`config.mk`:
```
export PLATFORM = sky130hd
export DESIGN_NAME = pair_triple_index_codec_unit
export DESIGN_NICKNAME = d
export VERILOG_FILES = /design/src/rtl/ptic_pkg.sv /design/src/rtl/ptic_datapath.sv /design/src/rtl/ptic_ctrl.sv /design/src/rtl/pair_triple_index_codec_unit.sv
export SDC_FILE = /design/constraint.sdc
export NUM_CORES = 1
export LEC_CHECK = 0
export BUFFER_PORTS_ARGS = -buffer_cell sky130_fd_sc_hd__buf_2
export CAP_MARGIN = 20
export CORE_UTILIZATION = 35
export DETAILED_ROUTE_END_ITERATION = 8
export PLACE_DENSITY = 0.52
export RECOVER_POWER = 100
export SYNTH_ARGS = -nofsm -noshare
export SYNTH_HDL_FRONTEND = slang
export SYNTH_SLANG_ARGS = --single-unit
export TNS_END_PERCENT = 30
```
`constraint.sdc`:
```
create_clock -name clk -period 9.5 [get_ports clk]
set_input_delay 0.475 -clock clk [delete_from_list [all_inputs] [get_ports clk]]
set_output_delay 0.475 -clock clk [all_outputs]
set_load 0.05 [all_outputs]
```
`src/rtl/ptic_pkg.sv`:
```
// Shared types and constants of the pair and triple index codec.
package ptic_pkg;

	localparam int VERTEX_W = 8;
	localparam int COUNT_W = 9;
	localparam int INDEX_W = 23;
	localparam int VAL_W = 26;
	localparam int BLOCK_W = 17;
	localparam int QUOT_W = 9;
	localparam int DIV_CNT_W = 4;
	localparam int MAX_VERTICES_DEF = 256;
	localparam logic [COUNT_W-1:0] COUNT_RESET = 9'd256;
	localparam logic [DIV_CNT_W-1:0] DIV_TOP = 4'(QUOT_W - 1);

	typedef enum logic [1:0] {
		OP_RANK_PAIR = 2'd0,
		OP_UNRANK_PAIR = 2'd1,
		OP_RANK_TRIPLE = 2'd2,
		OP_UNRANK_TRIPLE = 2'd3
	} op_t;

	typedef struct packed {
		logic load;
		logic mul_a;
		logic mul_b;
		logic init;
		logic div_step;
		logic walk_step;
		logic finish;
	} cmd_t;

	typedef struct packed {
		logic err;
		logic is_div;
		logic div_last;
		logic walk_more;
	} status_t;

endpackage

```
`src/rtl/ptic_datapath.sv`:
```
// Datapath of the codec: operand capture, shared multiplier, divider and row walker.
module ptic_datapath import ptic_pkg::*; #(
	parameter int MAX_VERTICES = MAX_VERTICES_DEF
) (
	input  logic                clk,
	input  logic [COUNT_W-1:0]  vertex_count,
	input  cmd_t                cmd,
	input  op_t                 in_op,
	input  logic [VERTEX_W-1:0] in_a,
	input  logic [VERTEX_W-1:0] in_b,
	input  logic [VERTEX_W-1:0] in_c,
	input  logic [INDEX_W-1:0]  in_idx,
	output status_t             sts,
	output logic [INDEX_W-1:0]  res_index,
	output logic [VERTEX_W-1:0] res_low,
	output logic [VERTEX_W-1:0] res_high,
	output logic [VERTEX_W-1:0] res_third,
	output logic                res_err
);

	localparam logic [COUNT_W+1:0] MaxV = (COUNT_W+2)'(MAX_VERTICES);

	op_t                 op_q;
	logic [VERTEX_W-1:0] c_q;
	logic [INDEX_W-1:0]  idx_q;
	logic [COUNT_W-1:0]  lo_q, hi_q, m_q, r_q;
	logic                verr_q, err_q;
	logic [VAL_W-1:0]    prod_q, limit_q, val_q;
	logic [BLOCK_W-1:0]  block_q;
	logic [QUOT_W-1:0]   q_q;
	logic [DIV_CNT_W-1:0] dcnt_q;

	logic                triple_in, unrank_in, verr;
	logic [VERTEX_W-1:0] a2, b2;
	logic [COUNT_W-1:0]  mul_x;
	logic [BLOCK_W-1:0]  mul_y;
	logic [VAL_W-1:0]    mul_p;
	logic [VAL_W-1:0]    dshift;
	logic                ge;
	logic [COUNT_W-1:0]  row_len;
	logic [COUNT_W-1:0]  hi_un, lo_fix, hi_fix;
	logic [COUNT_W:0]    r_next;

	assign triple_in = in_op[1];
	assign unrank_in = in_op[0];

	// In a triple the pair is ranked with the third vertex removed.
	always_comb begin
		a2 = (triple_in && in_a > in_c) ? in_a - 8'd1 : in_a;
		b2 = (triple_in && in_b > in_c) ? in_b - 8'd1 : in_b;
		verr = (vertex_count < 9'd3) || ({2'b00, vertex_count} > MaxV);
		if (!unrank_in) begin
			if (in_a == in_b || {1'b0, in_a} >= vertex_count
				|| {1'b0, in_b} >= vertex_count)
				verr = 1'b1;
		end
		if (in_op == OP_RANK_TRIPLE) begin
			if (in_a == in_c || in_b == in_c || {1'b0, in_c} >= vertex_count)
				verr = 1'b1;
		end
	end

	// One multiplier, its operands chosen by the step in progress.
	always_comb begin
		mul_x = vertex_count;
		mul_y = BLOCK_W'(vertex_count - 9'd1);
		if (cmd.mul_a) begin
			if (op_q[1]) begin
				mul_x = vertex_count - 9'd1;
				mul_y = BLOCK_W'(vertex_count - 9'd2);
			end
		end else if (cmd.mul_b) begin
			mul_y = prod_q[BLOCK_W:1];
		end else begin
			mul_x = {1'b0, c_q};
			mul_y = block_q;
		end
		mul_p = VAL_W'(mul_x) * VAL_W'(mul_y);
	end

	assign dshift = VAL_W'(block_q) << dcnt_q;
	assign ge = val_q >= dshift;
	assign row_len = m_q - 9'd1 - r_q;
	assign r_next = {1'b0, r_q} + 10'd1;

	always_comb begin
		sts.err = err_q;
		sts.is_div = (op_q == OP_UNRANK_TRIPLE);
		sts.div_last = (dcnt_q == '0);
		if (op_q[0])
			sts.walk_more = (r_next < {1'b0, m_q}) && (val_q >= VAL_W'(row_len));
		else
			sts.walk_more = r_q < lo_q;
	end

	always_ff @(posedge clk) begin
		if (cmd.load) begin
			op_q <= in_op;
			c_q <= in_c;
			idx_q <= in_idx;
			verr_q <= verr;
			m_q <= triple_in ? vertex_count - 9'd1 : vertex_count;
			lo_q <= {1'b0, (a2 < b2) ? a2 : b2};
			hi_q <= {1'b0, (a2 < b2) ? b2 : a2};
		end
		if (cmd.mul_a)
			prod_q <= mul_p;
		if (cmd.mul_b) begin
			block_q <= prod_q[BLOCK_W:1];
			limit_q <= op_q[1] ? mul_p : VAL_W'(prod_q[BLOCK_W:1]);
		end
		if (cmd.init) begin
			err_q <= verr_q || (op_q[0] && VAL_W'(idx_q) >= limit_q);
			r_q <= '0;
			q_q <= '0;
			dcnt_q <= DIV_TOP;
			unique case (op_q)
				OP_RANK_PAIR: val_q <= '0;
				OP_RANK_TRIPLE: val_q <= mul_p;
				OP_UNRANK_PAIR, OP_UNRANK_TRIPLE: val_q <= VAL_W'(idx_q);
				default: val_q <= '0;
			endcase
		end
		if (cmd.div_step) begin
			if (ge)
				val_q <= val_q - dshift;
			q_q <= {q_q[QUOT_W-2:0], ge};
			dcnt_q <= dcnt_q - 4'd1;
		end
		if (cmd.walk_step) begin
			if (op_q[0])
				val_q <= val_q - VAL_W'(row_len);
			else
				val_q <= val_q + VAL_W'(row_len);
			r_q <= r_next[COUNT_W-1:0];
		end
	end

	// Pair vertices at or above the third vertex move up by one.
	always_comb begin
		hi_un = val_q[COUNT_W-1:0] + r_q + 9'd1;
		lo_fix = r_q;
		hi_fix = hi_un;
		if (op_q == OP_UNRANK_TRIPLE) begin
			if (r_q >= q_q)
				lo_fix = r_q + 9'd1;
			if (hi_un >= q_q)
				hi_fix = hi_un + 9'd1;
		end
	end

	always_ff @(posedge clk) begin
		if (cmd.finish) begin
			res_err <= err_q;
			res_index <= '0;
			res_low <= '0;
			res_high <= '0;
			res_third <= '0;
			if (!err_q) begin
				if (!op_q[0]) begin
					res_index <= INDEX_W'(val_q + VAL_W'(hi_q - lo_q - 9'd1));
				end else begin
					res_low <= lo_fix[VERTEX_W-1:0];
					res_high <= hi_fix[VERTEX_W-1:0];
					if (op_q[1])
						res_third <= q_q[VERTEX_W-1:0];
				end
			end
		end
	end

endmodule

```
`src/rtl/ptic_ctrl.sv`:
```
// Controller of the codec: sequences one request and owns the handshakes.
module ptic_ctrl import ptic_pkg::*; (
	input  logic    clk,
	input  logic    arst_n,
	input  logic    in_valid,
	output logic    in_ready,
	output logic    out_valid,
	input  logic    out_ready,
	input  status_t sts,
	output cmd_t    cmd
);

	typedef enum logic [6:0] {
		S_IDLE  = 7'b0000001,
		S_MUL_A = 7'b0000010,
		S_MUL_B = 7'b0000100,
		S_INIT  = 7'b0001000,
		S_DIV   = 7'b0010000,
		S_WALK  = 7'b0100000,
		S_DONE  = 7'b1000000
	} state_t;

	state_t state_q, state_d;
	logic   out_valid_q;

	always_comb begin
		cmd = '0;
		state_d = state_q;
		unique case (state_q)
			S_IDLE: begin
				if (in_valid) begin
					cmd.load = 1'b1;
					state_d = S_MUL_A;
				end
			end
			S_MUL_A: begin
				cmd.mul_a = 1'b1;
				state_d = S_MUL_B;
			end
			S_MUL_B: begin
				cmd.mul_b = 1'b1;
				state_d = S_INIT;
			end
			S_INIT: begin
				cmd.init = 1'b1;
				state_d = S_DIV;
			end
			S_DIV: begin
				if (!sts.err && sts.is_div) begin
					cmd.div_step = 1'b1;
					if (sts.div_last)
						state_d = S_WALK;
				end else begin
					state_d = S_WALK;
				end
			end
			S_WALK: begin
				if (!sts.err && sts.walk_more)
					cmd.walk_step = 1'b1;
				else
					state_d = S_DONE;
			end
			S_DONE: begin
				if (!out_valid_q || out_ready) begin
					cmd.finish = 1'b1;
					state_d = S_IDLE;
				end
			end
			default: state_d = S_IDLE;
		endcase
	end

	always_ff @(posedge clk or negedge arst_n) begin
		if (!arst_n) begin
			state_q <= S_IDLE;
			out_valid_q <= 1'b0;
		end else begin
			state_q <= state_d;
			if (cmd.finish)
				out_valid_q <= 1'b1;
			else if (out_ready)
				out_valid_q <= 1'b0;
		end
	end

	assign in_ready = (state_q == S_IDLE);
	assign out_valid = out_valid_q;

endmodule

```
`src/rtl/pair_triple_index_codec_unit.sv`:
```
// Top level of the pair and triple index codec.
//
//  channel  | signals                                  | contents
//  ---------+------------------------------------------+-------------------------------
//  s_axis   | s_axis_tvalid/tready/tdata/tuser         | one rank or unrank request
//  m_axis   | m_axis_tvalid/tready/tdata/tuser         | index or recovered vertices
//  cfg      | cfg_valid/cfg_ready/cfg_data             | vertex count register
//
// A request is captured, then runs two multiply steps, an init step, the divider (only
// for a triple unrank, whose divider runs 9 steps) and a walk of one triangular row per
// step; the next request is taken in the cycle after the result is registered.
// Reset puts the controller in idle, clears the output valid and sets the vertex
// count to 256. A stalled result sits in the output register while the next request
// is taken; it walks and then waits in the done state only while that result is not taken.
module pair_triple_index_codec_unit import ptic_pkg::*; #(
	parameter int MAX_VERTICES = MAX_VERTICES_DEF
) (
	input  logic               clk,
	input  logic               arst_n,
	input  logic               s_axis_tvalid,
	output logic               s_axis_tready,
	// first_vertex[7:0], second_vertex[15:8], third_vertex[23:16], index_in[46:24]
	input  logic [47:0]        s_axis_tdata,
	// op[1:0]
	input  logic [1:0]         s_axis_tuser,
	output logic               m_axis_tvalid,
	input  logic               m_axis_tready,
	// index_out[22:0], vertex_low[30:23], vertex_high[38:31], vertex_third[46:39]
	output logic [47:0]        m_axis_tdata,
	// error[0]
	output logic               m_axis_tuser,
	input  logic               cfg_valid,
	output logic               cfg_ready,
	input  logic [COUNT_W-1:0] cfg_data
);

	logic [COUNT_W-1:0]  vertex_count_q;
	cmd_t                cmd;
	status_t             sts;
	logic [INDEX_W-1:0]  res_index;
	logic [VERTEX_W-1:0] res_low, res_high, res_third;
	logic                res_err;

	assign cfg_ready = 1'b1;

	always_ff @(posedge clk or negedge arst_n) begin
		if (!arst_n)
			vertex_count_q <= COUNT_RESET;
		else if (cfg_valid)
			vertex_count_q <= cfg_data;
	end

	ptic_ctrl u_ctrl (
		.clk       (clk),
		.arst_n    (arst_n),
		.in_valid  (s_axis_tvalid),
		.in_ready  (s_axis_tready),
		.out_valid (m_axis_tvalid),
		.out_ready (m_axis_tready),
		.sts       (sts),
		.cmd       (cmd)
	);

	ptic_datapath #(
		.MAX_VERTICES (MAX_VERTICES)
	) u_datapath (
		.clk          (clk),
		.vertex_count (vertex_count_q),
		.cmd          (cmd),
		.in_op        (op_t'(s_axis_tuser)),
		.in_a         (s_axis_tdata[7:0]),
		.in_b         (s_axis_tdata[15:8]),
		.in_c         (s_axis_tdata[23:16]),
		.in_idx       (s_axis_tdata[46:24]),
		.sts          (sts),
		.res_index    (res_index),
		.res_low      (res_low),
		.res_high     (res_high),
		.res_third    (res_third),
		.res_err      (res_err)
	);

	assign m_axis_tdata = {1'b0, res_third, res_high, res_low, res_index};
	assign m_axis_tuser = res_err;

endmodule
```
-- Word-level counts from Yosys, hierarchy flattened
Index checks and enable logic that the tools add are counted.
Widths: inputs -> output; s select.
- add/sub/neg operators: 19
- multiply operators: 1
- divide/modulo/power cells: 0
- $lt $le $gt $ge: 15
- equality and inequality tests: 18
- shifts and indexed selects: 1
- mux-type cells: 51
- bitwise logic cells: 2
- reduce and logical (&&, ||, !) cells: 25
- operators by type and width (kind ; number):
    $mux 26 ; 5
    $pmux 26 s3 ; 1
    $mux 17 ; 4
    $mux 8 ; 8
    $mux 9 ; 7
    $pmux 7 s7 ; 1
    $mux 7 ; 5
    $ge 8x9->1 ; 3
    $add 26x9->26 ; 1
    $ge 23x26->1 ; 1
    $ge 26x26->1 ; 1
    $ge 26x9->1 ; 1
    $mul 9x17->26 ; 1
    $shl 17x4->26 ; 1
    $sub 26x26->26 ; 1
    $sub 26x9->26 ; 1
    $eq 8x8->1 ; 3
    $add 23x23->23 ; 1
    $sub 23x1->23 const B ; 1
    $ge 9x9->1 ; 2
    $mux 1 ; 18
    $sub 9x1->9 const B ; 2
    $add 8x1->8 const B ; 2
    $gt 8x8->1 ; 2
    other kinds (37) ; 59
- bits in registers: 234
- bits in latches: 0
- memory bits (writable): 0
- bits in read-only memories: 0
- input bits: 64
- word-level logic and storage cells: 156
- memories: 0

-- Logic depth before layout (Yosys ltp)
Gate-level depths: netlist (run 1).
- word-level depth: 10
- mapped depth: 29
- depth with buffers taken out: 27

-- By module
From an unflattened synthesis (run 1), not the netlist that was laid out.
- cells, all modules: 2564
- area total of the unflattened synthesis: 23173.5 um^2
- by module, submodules not included (module ; instances ; cells each ; area an instance (um^2) ; sequential area each (um^2)):
    ptic_datapath ; 1 ; 2482 ; 22225.1 ; 6055.8
    ptic_ctrl ; 1 ; 59 ; 553.0 ; 201.4
    pair_triple_index_codec_unit ; 1 ; 23 ; 395.4 ; 226.5

-- Least setup slack after synthesis (run 1)
OpenSTA, ideal clock, no wires.
- path kind: reg-to-reg
- start: register u_ctrl.state_q[6]
- end: register u_datapath.val_q[23]
- library setup time: 0.132 ns
- arrival time: 6.825 ns
- required time: 9.368 ns
- slack: 2.543 ns
- stages on the path, launching flop included: 26
- path buffers: 3
- clock period less this slack: 6.957 ns
- path through: dfrtp_1 clkbuf_1 nor3_1 nand3_1 inv_1 clkbuf_1 buf_1 o21ai_1 or2_2 fa_1 fa_1 inv_1 ha_1 inv_1 fa_1 inv_1 ha_1 a211oi_1 o21ai_1 a211o_1 a22o_1 o41a_1 a31oi_1 xnor2_1 a221oi_1 o31ai_1
- longest elaborated chain between the ends: 10
- elaborated cells between the ends (all ways): 20
- classes of those cells: mul: 1; eq/ne: 5; mux: 14
- RTL lines (item ; RTL line ; source):
    start: declaration ; ptic_ctrl.sv:23 ; state_t state_q, state_d;
    start signal: assignment ; ptic_ctrl.sv:78 ; state_q <= state_d;
    $eq 7x3->1 ; ptic_ctrl.sv:29 ; unique case (state_q)
    $mux 1 ; ptic_ctrl.sv:29 ;
    $mux 9 / $mux 17 (equally long branches) ; - ;
    $mux 9 / $mux 17 (equally long branches) ; ptic_datapath.sv:67 ; if (cmd.mul_a) begin
    $mul 9x17->26 ; ptic_datapath.sv:78 ; mul_p = VAL_W'(mul_x) * VAL_W'(mul_y);
    $pmux 26 s3 ; ptic_datapath.sv:117 ; unique case (op_q)
    $mux 26 ; ptic_datapath.sv:112 ; if (cmd.init) begin
    $mux 26 ; ptic_datapath.sv:125 ; if (ge)
    $mux 26 ; ptic_datapath.sv:124 ; if (cmd.div_step) begin
    $mux 26 (*) ; ptic_datapath.sv:130 ; if (cmd.walk_step) begin
    end signal: assignment ; ptic_datapath.sv:126 ; val_q <= val_q - dshift;
    end signal: assignment ; ptic_datapath.sv:132 ; val_q <= val_q - VAL_W'(row_len);
    end signal: assignment ; ptic_datapath.sv:134 ; val_q <= val_q + VAL_W'(row_len);
    end: declaration ; ptic_datapath.sv:28 ; logic [VAL_W-1:0] prod_q, limit_q, val_q;
Every way passes the cells marked *; elsewhere a longest branch is shown, timed or not.
A chain may end at the register's enable or synchronous reset.

-- Worst setup path after layout (run 1)
- start: register u_ctrl.state_q[0]
- end: register u_datapath.val_q[16]
- longest elaborated chain between the ends: 10
- elaborated cells between the ends (all ways): 20
- classes of those cells: mul: 1; eq/ne: 5; mux: 14
- RTL lines (item ; RTL line ; source):
    $eq 7x3->1 ; ptic_ctrl.sv:29 ;
    $mux 1 ; ptic_ctrl.sv:29 ;
    $mux 9 / $mux 17 (equally long branches) ; - ;
    $mux 9 / $mux 17 (equally long branches) ; ptic_datapath.sv:67 ;
    $mul 9x17->26 (*) ; ptic_datapath.sv:78 ;
    named net u_datapath.mul_p[16] ; ptic_datapath.sv:37 ; logic [VAL_W-1:0] mul_p;
    $pmux 26 s3 (*) ; ptic_datapath.sv:117 ;
    $mux 26 (*) ; ptic_datapath.sv:112 ;
    $mux 26 ; ptic_datapath.sv:125 ;
    $mux 26 (*) ; ptic_datapath.sv:124 ;
    $mux 26 (*) ; ptic_datapath.sv:130 ;
The timed path passes the listed nets; every way through them passes the cells marked *.

==> impl_metrics.py, run 1 <==
metrics = {
    "outcome": {
        "status": "complete, but fails checks",
        "violations": "max-capacitance violations, max-slew violations",
    },
    "final_layout": {
        "drive_gt1_frac": 0.0576,
        "final_nets": 3133,
        "syn2layout_area_growth_pct": 10.3,
        "n_antenna_cell": 0,
        "num-fill-cells": 6628,
    },
    "min_path": {
        "whs_endpoint": "u_datapath.idx_q[21]",
        "hp-class": "in -> reg",
        "holdPathStages": 1,
        "worstHoldStart": "s_axis_tdata[45]",
    },
    "clock_tree": {
        "htree_levels": 1,
        "clkTransAtPathRegs_ps": 60,
        "clkSinkCount": 233,
        "cts_hold_buf": 1,
        "clock_path_buffers": 3,
        "cts_buffers": 29,
        "cts_setup_buffers": 0,
        "cts_resized": 0,
        "root_buffer": "clkbuf_16",
        "clock_latency_ps": 580,
        "tritoncts": "yes",
    },
    "worst_setup_path": {
        "arrival_ps": 9170,
        "critical_path.max_stage_delay_ps": 810,
        "cp-end-kind": "flip-flop",
        "r2r_slack_ps": 840,
        "slowest_stage": "clkbuf_1",
        "crit_type": "reg -> reg",
        "reg2reg_from": "u_ctrl.state_q[0]",
        "crit_fanout": 16,
        "critPathMostFrequentCell": "inv_1",
        "rr_worst_depth": 27,
        "timing.rr.end": "u_datapath.val_q[16]",
        "cp.required_ps": 10010,
        "cp-start-kind": "flip-flop",
    },
    "place": {
        "dpl.hpwl_mm": 54.1,
        "io_buffers": 112,
        "globalplace.congestion": 0.898,
    },
    "grt": {
        "grt_max_degree": 60,
        "grt_overflow_total": 0,
        "antenna_found_initial": 1,
        "grt_pass1_wl_mm": 107,
        "grt_pass1_vias": 19000,
        "grt_usage": 0.201,
    },
    "floorplanning": {
        "ios": 116,
        "die_w_um": 260,
        "dieArea_um2": 67500,
        "initial_core_util": 0.354,
        "dieHeight_um": 260,
        "core_um2": 65700,
        "rows": 94,
    },
    "detailed_routing": {
        "drc": 0,
        "drt-pass1-iter-count": 7,
        "viasPerCell": 5.29,
        "wl_per_cell_um": 19.0,
        "routed_wl_mm": 67.8,
        "drt_iter0_markers": 1258,
        "ant_nets": 0,
        "num_vias": 18900,
    },
    "yosys": {
        "yosysWarnings": 0,
        "synth-main-ff-cell": "edfxtp_1",
        "syn_nets": 3054,
        "syn_area_um2": 23300,
        "async_reset_ff_frac": 0.0730,
        "synth_area_per_cell_um2": 8.92,
        "synth_edf_count": 173,
        "synth_cell_types": 83,
        "synth_seq_area_share": 0.279,
        "syn_inst": 2606,
        "ys_seq_elements": 233,
    },
    "timing": {
        "min_period_over_period": 0.911,
        "rsz0062_at_grt": "false",
        "tightest_slew_ps": 3580,
        "drv_slew": 207,
        "finalCriticalPeriod_ps": 8660,
        "finalSetupViolations": 0,
        "timing.fmax_mhz": 116,
        "fin_setup_tns_ps": 0,
        "relSlewSlack": -1.38,
        "skew_ps": 25.8,
        "finalHoldViolations": 0,
    },
    "job": {
        "maxCapViolations": 6,
    },
}
## state kept, by name, indices dropped and copies added, names as in the netlist, 9 cells and up
| name | cells |
|---|---|
| u_datapath.limit_q | 26 |
| u_datapath.val_q | 26 |
| u_datapath.idx_q | 23 |
| u_datapath.res_index | 23 |
| u_datapath.block_q | 17 |
| u_datapath.prod_q | 17 |
| u_datapath.m_q | 9 |
| u_datapath.q_q | 9 |
| u_datapath.r_q | 9 |
| vertex_count_q | 9 |
## critical path, delay by kind of cell (launching register included)
family	cells	cell delay (ps)
compound gates	9	2890
buf+inv	7	2150
fa+ha+maj	5	2010
simple gates	5	730
flops	1	550
xor+xnor	1	250
## how the worst max path moves through the flow
stage,startpoint,endpoint,slack (ps),cells past startpoint
after global routing,u_ctrl.state_q[0],u_datapath.val_q[20],420,27
final,u_ctrl.state_q[0],u_datapath.val_q[16],840,27
after detailed placement,u_ctrl.state_q[3],u_datapath.val_q[16],1520,25
after CTS,u_ctrl.state_q[5],u_datapath.val_q[16],1490,25
after global placement,u_ctrl.state_q[3],u_datapath.val_q[25],1700,25
after floorplan,u_ctrl.state_q[6],u_datapath.val_q[23],2540,25
## layer usage
layer / global-route usage / wire length, um / vias to the layer above
met5: 0 / 0 / -
met4: 0.0428 / 1160 / 0
met1: 0.279 / 32000 / 9192
li1: - / - / 9179
met2: 0.335 / 31200 / 444
met3: 0.0219 / 3350 / 75
## cell families after synthesis
group                      synth area share
xor gates and xnor gates             0.0601
AOI/OAI and AO/OA                     0.154
adders and majority gates             0.243
and+or+nand+nor                       0.152
buffers and inverters                0.0730
muxes                                0.0386
DFF                                   0.279
other                              0.000323
## Yosys cell counts (all sizes together) (17+ instances only)
master,n,area [um2]
nor2b,45,282
nor2,221,830
nor3,56,280
mux2i,57,571
o21ai,140,701
a211oi,47,365
nand3,45,225
or2,19,119
and2,31,194
nand4,23,144
ha,271,3390
nand2,209,785
fa,113,2260
a21oi,147,751
inv,353,1330
nand2b,35,219
a21o,48,360
a31oi,20,125
o21a,20,150
dfxtp,43,861
xor2,57,499
clkbuf,71,267
edfxtp,173,5190
xnor2,100,876
nor4,17,106
## placed cells by master (no fill, tap or decap), types with 10 or more instances in the layout
master     netlist  routed
and3_1          13      13
a211oi_1        46      46
nor3_1          56      55
edfxtp_1       173     173
and2_1          31      13
a22oi_1         10      10
a221oi_1        15      16
buf_2            3      39
o21ai_0        128     128
nand2b_1        35      35
o211ai_1        14      14
clkbuf_16        0      29
and2_0           0      17
fa_1           113     113
a21o_1          48      48
ha_1           271     271
a31oi_1         20      20
dfxtp_1         43      43
nand2_1        209     209
mux2_2          15      15
nand4_1         23      23
nand3_1         45      45
xor2_1          57      57
xnor2_1        100     100
nor2b_1         45      45
clkbuf_1        71      85
mux2i_1         57      57
nor2_1         221     220
o31ai_1         14      14
buf_4            3      13
dfrtp_1         15      15
or2_2           19      18
or3_1           12      12
o21ai_1         12      12
inv_1          353     353
o21a_1          20      20
o21bai_1        12      12
a21oi_1        145     146
nor4_1          17      17
## final cells by class
cell class                 count  area, um2  area share
inverter                     357       1340      0.0523
tap                          864       1080      0.0422
sequential                   233       6480       0.253
clock inverter                16        238     0.00927
timing repair buffer         135        611      0.0238
multi-input combinational   1929      15100       0.588
clock buffer                  38        820      0.0320
## per-stage QoR
stage	area, um2	instances	hold WS (ps)	utilization	setup slack, ps
global route	25600	3572	52.8	0.390	424
finish	25600	3572	74.4	0.390	843
CTS	25800	3572	36.9	0.392	1490
global placement	24700	3517	465	0.376	1700
detailed placement	24700	3517	479	0.376	1520
floorplan	23300	2606	179	-	2540
Power of run 1 is not shown: default switching activity piles up to over one toggle a cycle in this logic, so the estimate is an artifact.
==> run 2, diff against run 1 <==
--- a/config.mk
+++ b/config.mk
@@ -7,10 +7,12 @@
 export LEC_CHECK = 0
 export BUFFER_PORTS_ARGS = -buffer_cell sky130_fd_sc_hd__buf_2
 export CAP_MARGIN = 20
+export CORE_MARGIN = 2
 export CORE_UTILIZATION = 35
 export DETAILED_ROUTE_END_ITERATION = 8
 export PLACE_DENSITY = 0.52
 export RECOVER_POWER = 100
+export REMOVE_ABC_BUFFERS = 1
 export SYNTH_ARGS = -nofsm -noshare
 export SYNTH_HDL_FRONTEND = slang
 export SYNTH_SLANG_ARGS = --single-unit
==> run 2 against run 1 <==
The run still ends with max-capacitance violations, max-slew violations left. Final area fell by 0.41%. Register-to-register slack gained 290 ps. Hold slack worse by 2.1 ps. Final cell count about the same. Largest cell class unchanged. Worst setup slack improved by 290 ps. Via count up 0.30%. Clock skew is 14 ps lower. Critical path depth fell by 2.
==> impl_metrics.py, run 2 (same netlist as run 1, synthesis figures left out) <==
metrics = {
    "grt": {
        "grt_overflow_total": 0,
        "grt_usage": 0.200,
        "grt_max_degree": 60,
        "grt_pass1_vias": 19200,
        "grt_pass1_wl_mm": 108,
        "antenna_found_initial": 0,
    },
    "detailed_routing": {
        "drt-pass1-iter-count": 6,
        "wl_per_cell_um": 19.1,
        "num_vias": 18900,
        "drc": 0,
        "routed_wl_mm": 68.3,
        "drt_iter0_markers": 1254,
        "ant_nets": 0,
        "viasPerCell": 5.31,
    },
    "clock_tree": {
        "cts_buffers": 28,
        "tritoncts": "yes",
        "clock_path_buffers": 3,
        "clkTransAtPathRegs_ps": 60,
        "root_buffer": "clkbuf_16",
        "htree_levels": 1,
        "clkSinkCount": 233,
        "cts_setup_buffers": 0,
        "clock_latency_ps": 580,
    },
    "final_layout": {
        "reg_top3": "u_datapath.limit_q: 26 flops, u_datapath.val_q: 26 flops",
        "layout_common_cells": "inv_1, ha_1, nor2_1",
        "drive_gt1_frac": 0.0558,
        "syn2layout_area_growth_pct": 9.83,
        "n_antenna_cell": 0,
        "final_nets": 3133,
        "final_common_cell": "inv_1",
    },
    "timing": {
        "finalSetupViolations": 0,
        "relSlewSlack": -1.30,
        "drv_slew": 241,
        "timing.fmax_mhz": 120,
        "tightest_slew_ps": 3440,
        "finalCriticalPeriod_ps": 8370,
        "min_period_over_period": 0.881,
        "fin_setup_tns_ps": 0,
        "finalHoldViolations": 0,
        "skew_ps": 11.6,
        "rsz0062_at_grt": "false",
    },
    "worst_setup_path": {
        "arrival_ps": 8820,
        "cp.required_ps": 9950,
        "cp-end-kind": "flip-flop",
        "cp-start-kind": "flip-flop",
        "critical_path.max_stage_delay_ps": 790,
        "slowest_stage": "nor3_2",
        "crit_fanout": 22,
        "r2r_slack_ps": 1130,
        "crit_type": "reg -> reg",
    },
    "place": {
        "io_buffers": 112,
        "globalplace.congestion": 0.912,
        "dpl.hpwl_mm": 54.2,
    },
    "floorplanning": {
        "core_um2": 65700,
        "ios": 116,
        "dieHeight_um": 262,
        "initial_core_util": 0.354,
        "die_w_um": 262,
        "dieArea_um2": 68500,
        "rows": 94,
    },
    "outcome": {
        "status": "complete, but fails checks",
        "violations": "max-capacitance violations, max-slew violations",
    },
    "job": {
        "maxCapViolations": 6,
    },
    "min_path": {
        "hp-class": "in -> reg",
    },
}
==> run 2: worst paths after layout <==
check / from / endpoint / cells past startpoint
max in group asynchronous: arst_n / u_ctrl.state_q[2] / 2
min reg2reg: u_datapath.prod_q[12] / u_datapath.block_q[11] / 2
max: u_ctrl.state_q[0] / u_datapath.val_q[20] / 25
max reg2reg: u_ctrl.state_q[0] / u_datapath.val_q[20] / 25
min: s_axis_tdata[42] / u_datapath.idx_q[18] / 1
min in group asynchronous: arst_n / vertex_count_q[5] / 2
==> run 2: metal layers <==
| layer | track usage | up-vias | part of all wire |
|---|---|---|---|
| li1 | - | 9194 | - |
| met1 | 0.275 | 9177 | 0.47 |
| met2 | 0.340 | 482 | 0.47 |
| met3 | 0.0174 | 93 | 0.042 |
| met4 | 0.0477 | 0 | 0.023 |
| met5 | 0 | - | 0 |
==> run 2: final cells by class <==
cell class | count | area (um2)
fillers | 6688 | 40200
clock inverters | 17 | 186
clock buffers | 35 | 757
well taps | 864 | 1080
flip-flops and latches | 233 | 6480
inverters | 357 | 1340
multi-input cells | 1929 | 15100
repair buffers | 136 | 621
==> run 2: timing repair <==
item / 4_1_cts / 5_1_grt
gates resized for setup: 0 / 0
hold endpoints to repair: 15 / 0
hold buffers: 1 / 0
==> run 2: per-stage QoR <==
stage	setup WS (ps)	util	std cells	hold WS [ps]	instance area, um2
floorplan	1650	-	2519	179	22900
global placement	1620	0.376	3518	476	24700
detailed placement	1510	0.376	3518	482	24700
CTS	1480	0.391	3571	47.4	25700
global route	590	0.388	3571	55.0	25500
finish	1130	0.388	3571	72.3	25500
==> run 2: worst max-delay path: cells and delay by family, from the launching register on <==
family | cells | cell delay, ps
adder cells (fa/ha/maj) | 5 | 2390
XOR/XNOR | 1 | 160
AND/OR/NAND/NOR | 4 | 1160
flip-flops | 1 | 570
AO/OA/AOI/OAI | 10 | 2650
buffers and inverters | 5 | 1310
Power of run 2 is left out for the same reason.
